==> src/design/cwm_pkg.sv <==
// cwm_pkg: shared types and constants for the capture measurement block
// no dependencies

package cwm_pkg;

    localparam int unsigned FREQ_W = 20;
    localparam int unsigned TIME_W = 27;
    localparam int unsigned PER_W  = 17;
    localparam int unsigned THR_W  = 12;
    localparam logic [26:0] TIME_SAT = 27'h7FFFFFF;
    localparam logic [19:0] FREQ_NUM = 20'd1000000;

    localparam logic REG_PERIOD = 1'b0;
    localparam logic REG_THRESH = 1'b1;

    // controller to datapath
    typedef struct packed {
        logic load;      // store a sample pair
        logic start;     // begin measurement of the current channel
        logic scan;      // one scan step
        logic div_start; // start divisions
        logic div_step;  // one divider step
        logic clear;     // reset capture statistics
        logic next_ch;   // advance to channel two
    } t_cmd;

    // datapath to controller
    typedef struct packed {
        logic timing;    // swing large enough and samples present
        logic scan_done;
        logic div_done;
        logic ch;        // channel being measured
    } t_status;

endpackage

==> src/design/cwm_ctrl.sv <==
// cwm_ctrl: sequencer for load, scan, divide and result delivery
// depends on cwm_pkg

module cwm_ctrl
    import cwm_pkg::*;
(
    input  logic    i_clk,
    input  logic    i_rst_n,
    input  logic    i_valid,
    input  logic    i_last,
    output logic    o_in_stall,
    input  logic    i_out_stall,
    output logic    o_out_valid,
    output logic    o_last,
    input  t_status i_status,
    output t_cmd    o_cmd
);

    typedef enum logic [4:0] {
        S_LOAD  = 5'b00001,
        S_SCAN  = 5'b00010,
        S_DIVS  = 5'b00100,
        S_DIV   = 5'b01000,
        S_OUT   = 5'b10000
    } t_state;

    t_state r_state, n_state;
    logic   acc;

    assign acc = i_valid && !o_in_stall;
    assign o_in_stall  = (r_state != S_LOAD);
    assign o_out_valid = (r_state == S_OUT);
    assign o_last      = i_status.ch;

    always_comb begin
        o_cmd   = '0;
        n_state = r_state;
        unique case (r_state)
            S_LOAD: begin
                o_cmd.load = acc;
                if (acc && i_last) n_state = S_SCAN;
            end
            S_SCAN: begin
                o_cmd.start = 1'b1;
                n_state = S_DIVS;
            end
            S_DIVS: begin
                o_cmd.scan = 1'b1;
                if (i_status.scan_done) begin
                    o_cmd.div_start = 1'b1;
                    n_state = S_DIV;
                end
            end
            S_DIV: begin
                o_cmd.div_step = 1'b1;
                if (i_status.div_done) n_state = S_OUT;
            end
            S_OUT: begin
                if (!i_out_stall) begin
                    if (i_status.ch) begin
                        o_cmd.clear = 1'b1;
                        n_state = S_LOAD;
                    end else begin
                        o_cmd.next_ch = 1'b1;
                        n_state = S_SCAN;
                    end
                end
            end
            default: n_state = S_LOAD;
        endcase
    end

    always_ff @(posedge i_clk) begin
        if (!i_rst_n) r_state <= S_LOAD;
        else          r_state <= n_state;
    end

    a_onehot: assert property (@(posedge i_clk) disable iff (!i_rst_n)
        $onehot(r_state)) else $error("state not one-hot");
    a_no_load_busy: assert property (@(posedge i_clk) disable iff (!i_rst_n)
        o_cmd.load |-> r_state == S_LOAD) else $error("load while busy");
    a_out_hold: assert property (@(posedge i_clk) disable iff (!i_rst_n)
        o_out_valid && i_out_stall |=> o_out_valid) else $error("result dropped");

endmodule

==> config.mk <==
export PLATFORM = sky130hd
export DESIGN_NAME = cwm_ctrl
export DESIGN_NICKNAME = d
export VERILOG_FILES = /design/src/design/cwm_pkg.sv /design/src/design/cwm_ctrl.sv
export SDC_FILE = /design/constraint.sdc
export NUM_CORES = 1
export LEC_CHECK = 0
export ABC_AREA = 1
export ABC_CLOCK_PERIOD_IN_PS = 1200
export BUFFER_PORTS_ARGS = -buffer_cell sky130_fd_sc_hd__buf_2
export CAP_MARGIN = 0
export CORE_AREA = 4 4 41 43
export DETAILED_ROUTE_END_ITERATION = 8
export DIE_AREA = 0 0 45 47
export GPL_TIMING_DRIVEN = 0
export SETUP_SLACK_MARGIN = 0.05
export SLEW_MARGIN = 10
export SYNTH_ARGS = -nofsm -noshare
export SYNTH_HDL_FRONTEND = slang
export SYNTH_SLANG_ARGS = --single-unit
==> constraint.sdc <==
create_clock -name i_clk -period 1.2 [get_ports i_clk]
set_input_delay 0.06 -clock i_clk [delete_from_list [all_inputs] [get_ports i_clk]]
set_output_delay 0.06 -clock i_clk [all_outputs]
set_load 0.01 [all_outputs]
==> impl_results.md <==
* Vias in the first global route at around 460
* Max Cap Viol at 0
* Reg2reg end: r_state[0]
* Sequential Area at about 110 sq um
* TritonCTS clock tree: yes
* Count of cell types in the netlist at 14
* Peak VDD IR at approximately 770 uV
* Fill cell count at 148
* Cell Area, Synth at 379 sq um
* Placed Area at about 480 sq um
* Leak Pwr at 0.343 nW
* Placed Instances at 95
* Tcrit/Tclk final at 1.02
* CTS buffer count at 3
* Avg Inst Size Synth at 6.02 sq um
* Avg WL per Cell at around 10 um
* Syn Nets at slightly above 70
* Slew @ Worst Pin at between 0.1 and 0.15 ns
* Fin. Hold Viols at 0
* Failing checks: setup timing
* Port bufs at 17
* Hpwl dp at 724 um
* Initial antenna violation count at 0
* Min-Delay Path Depth at 3
* PnR worst setup slack at -0.0241 ns
* Hold Crit Class: in -> reg
* Area delta synth->final at 57.1%
* CP delay by family, top: simple AND/OR/NAND/NOR gates
* GPL Wtd Cong at between 0.7 and 0.8
* Vias/cell at 4.40
* Most Crowded Layer GR: met2
* Run status: finished, violations left
* Setup violators final at 3
* Seq/Total Area, Yosys at 0.264
* Critical-path top delay cell: dfxtp_2
* Multi-input gate area at approximately 240 sq um
* Power Density at approximately 2000 nW/um^2
* Ratio of cells with drive above 1 in the final layout at 0.560
* Antenna viol nets, final at 0
* Critical path capture point type: output port
* GR Util met2 at 0.226
* Core area at 1300 sq um
* Startpoint Class: flip-flop
* Die height at 47 um
* Req. time, crit path at 1.14 ns
* Final Non-Filler Cells at 106
* WHS Endpoint: r_state[4]
* Congestion Overflow GR at 0
* #FFs+latches synth at 5
* Most frequent cells in the layout: buf_2 (17), inv_1 (12), nand2_1 (12)
* CTS Buffer Depth at 2
* Via count at ~470
* Grt met3 use at 0.0690
* Largest net degree at the start of global routing at 7
* 1st-iter DRT viols at 3
* Largest register FFs at 5
* Insertion delay to the later sink of the worst-skew pair at 0.24 ns
* # H-tree levels at 1
* Post-synthesis cell count at between 60 and 70
* Crit Reg-Reg Startpoint: r_state[2]
* M1 GR Usage at 0.128
* Post-route cell area at slightly below 600 sq um
* 1st-pass router iterations at 4
* FF-to-FF path depth at 9
* I/O pin count at 19
* Reg clk slew, reported paths at roughly 0.04 ns
* CP peak stage delay at about 0.34 ns
* Die area at roughly 2100 sq um
* Starting Density at 0.291
* Critical path peak fanout at 4
* WS Path Type: reg -> out
* Most common cell after layout, fill and taps aside: buf_2
* Final WL at 1.05 mm
* Slew margin rel. at 0.900
* Max Slew Vio Count at 0
* Drc violations at 0
* R2R Setup Slk at -0.01 ns
* Tmin final at roughly 1.2 ns
* Fmax at 817 MHz
* Total Routing Usage GR at 0.124
* Biggest regs: r_state (5)
* Hold path start: i_rst_n
* Unrepaired setup endpoints after global routing: yes
* Largest reg by FF count: r_state
* CTS sink cnt at 5
* Critical Path AT at around 1.2 ns
* Root Buffer: clkbuf_4
* Worst Path Buf+Inv at 2
* First-pass GRT wire length at 1.85 mm
* Post-layout nets at a little over 100
* Antenna cells at 0
* Row cnt at 13
* Warnings, synthesis at 0
* Layout Skew at around 0.0035 ns
* CP cell instances: nor2_4 -> nand3_2 -> inv_2 -> nand2_2 -> nor2_1 -> buf_2
* Width of the die at 45 um
## power by group
group	internal [W]	switching [W]
Combinational	0.000305	0.000392
Sequential	0.000225	0.0000705
Clock	0.000125	0.0000647
## layout make-up
class / instances / area share
repair buffers: 24 / 0.231
multi-input cells: 42 / 0.403
inverters: 15 / 0.0945
well taps: 15 / 0.0315
clock buffers: 4 / 0.0441
plain buffers: 1 / 0.0126
flip-flops and latches: 5 / 0.183
## cells in the mapped netlist, drive strengths merged
cell type,n,area [sq um]
inv,15,56.3
nand2,15,61.3
nor2,15,88.8
dfxtp,5,100
nand3,4,20.0
nand4,4,25.0
a21oi,2,10.0
buf,1,7.51
nor3,1,5.00
o21ai,1,5.00
## worst min-delay path: stages
cell     delay [ns]
buf_2          0.11
nand2_1        0.06
nor2_1         0.03
## logic make-up (layout without fill, tap and decap cells)
kind of cell    Yosys count  count (layout)  share of synthesized area
simple gates             39              39                      0.528
buf+inv                  16              44                      0.168
flops                     5               5                      0.264
compound gates            3               3                     0.0396
## how the worst max path moves through the flow
stage	from	to	slack (ns)	cells past startpoint
global placement	r_state[3]	r_state[0]	0.04	8
global route	r_state[0]	o_cmd[1]	-0.12	6
detailed placement	r_state[3]	r_state[0]	0.04	8
finish	r_state[2]	o_cmd[1]	-0.02	6
floorplan	r_state[3]	r_state[0]	0.11	8
CTS	r_state[1]	o_cmd[1]	-0.03	6
## timing repair
item                                   4_1_cts  5_1_grt
gates resized for setup                      9        5
endpoints found under the hold margin        0        0
pin swaps                                    3        2
setup endpoints to repair                   10       12
gates cloned                                 0        0
hold buffers                                 0        0
buffers inserted                             4        3
## stage by stage
step           setup TNS, ns  hold slack (ns)  total power, W  utilization  worst slack (ns)
6_report             -0.0439           0.0658         0.00118        0.458           -0.0241
5_1_grt               -0.725           0.0670         0.00130        0.458            -0.119
4_1_cts              -0.0694           0.0564         0.00108        0.429           -0.0324
3_5_place_dp               0            0.319        0.000809        0.371            0.0408
3_3_place_gp               0            0.314        0.000802        0.371            0.0358
2_1_floorplan              0            0.168        0.000665            -             0.111
## per-layer routing
metal,vias to the layer above,share of wire
met5,-,0
met2,10,0.54
li1,247,-
met4,0,0
met3,0,0.065
met1,209,0.39
Power figures use the tool's default switching activity.
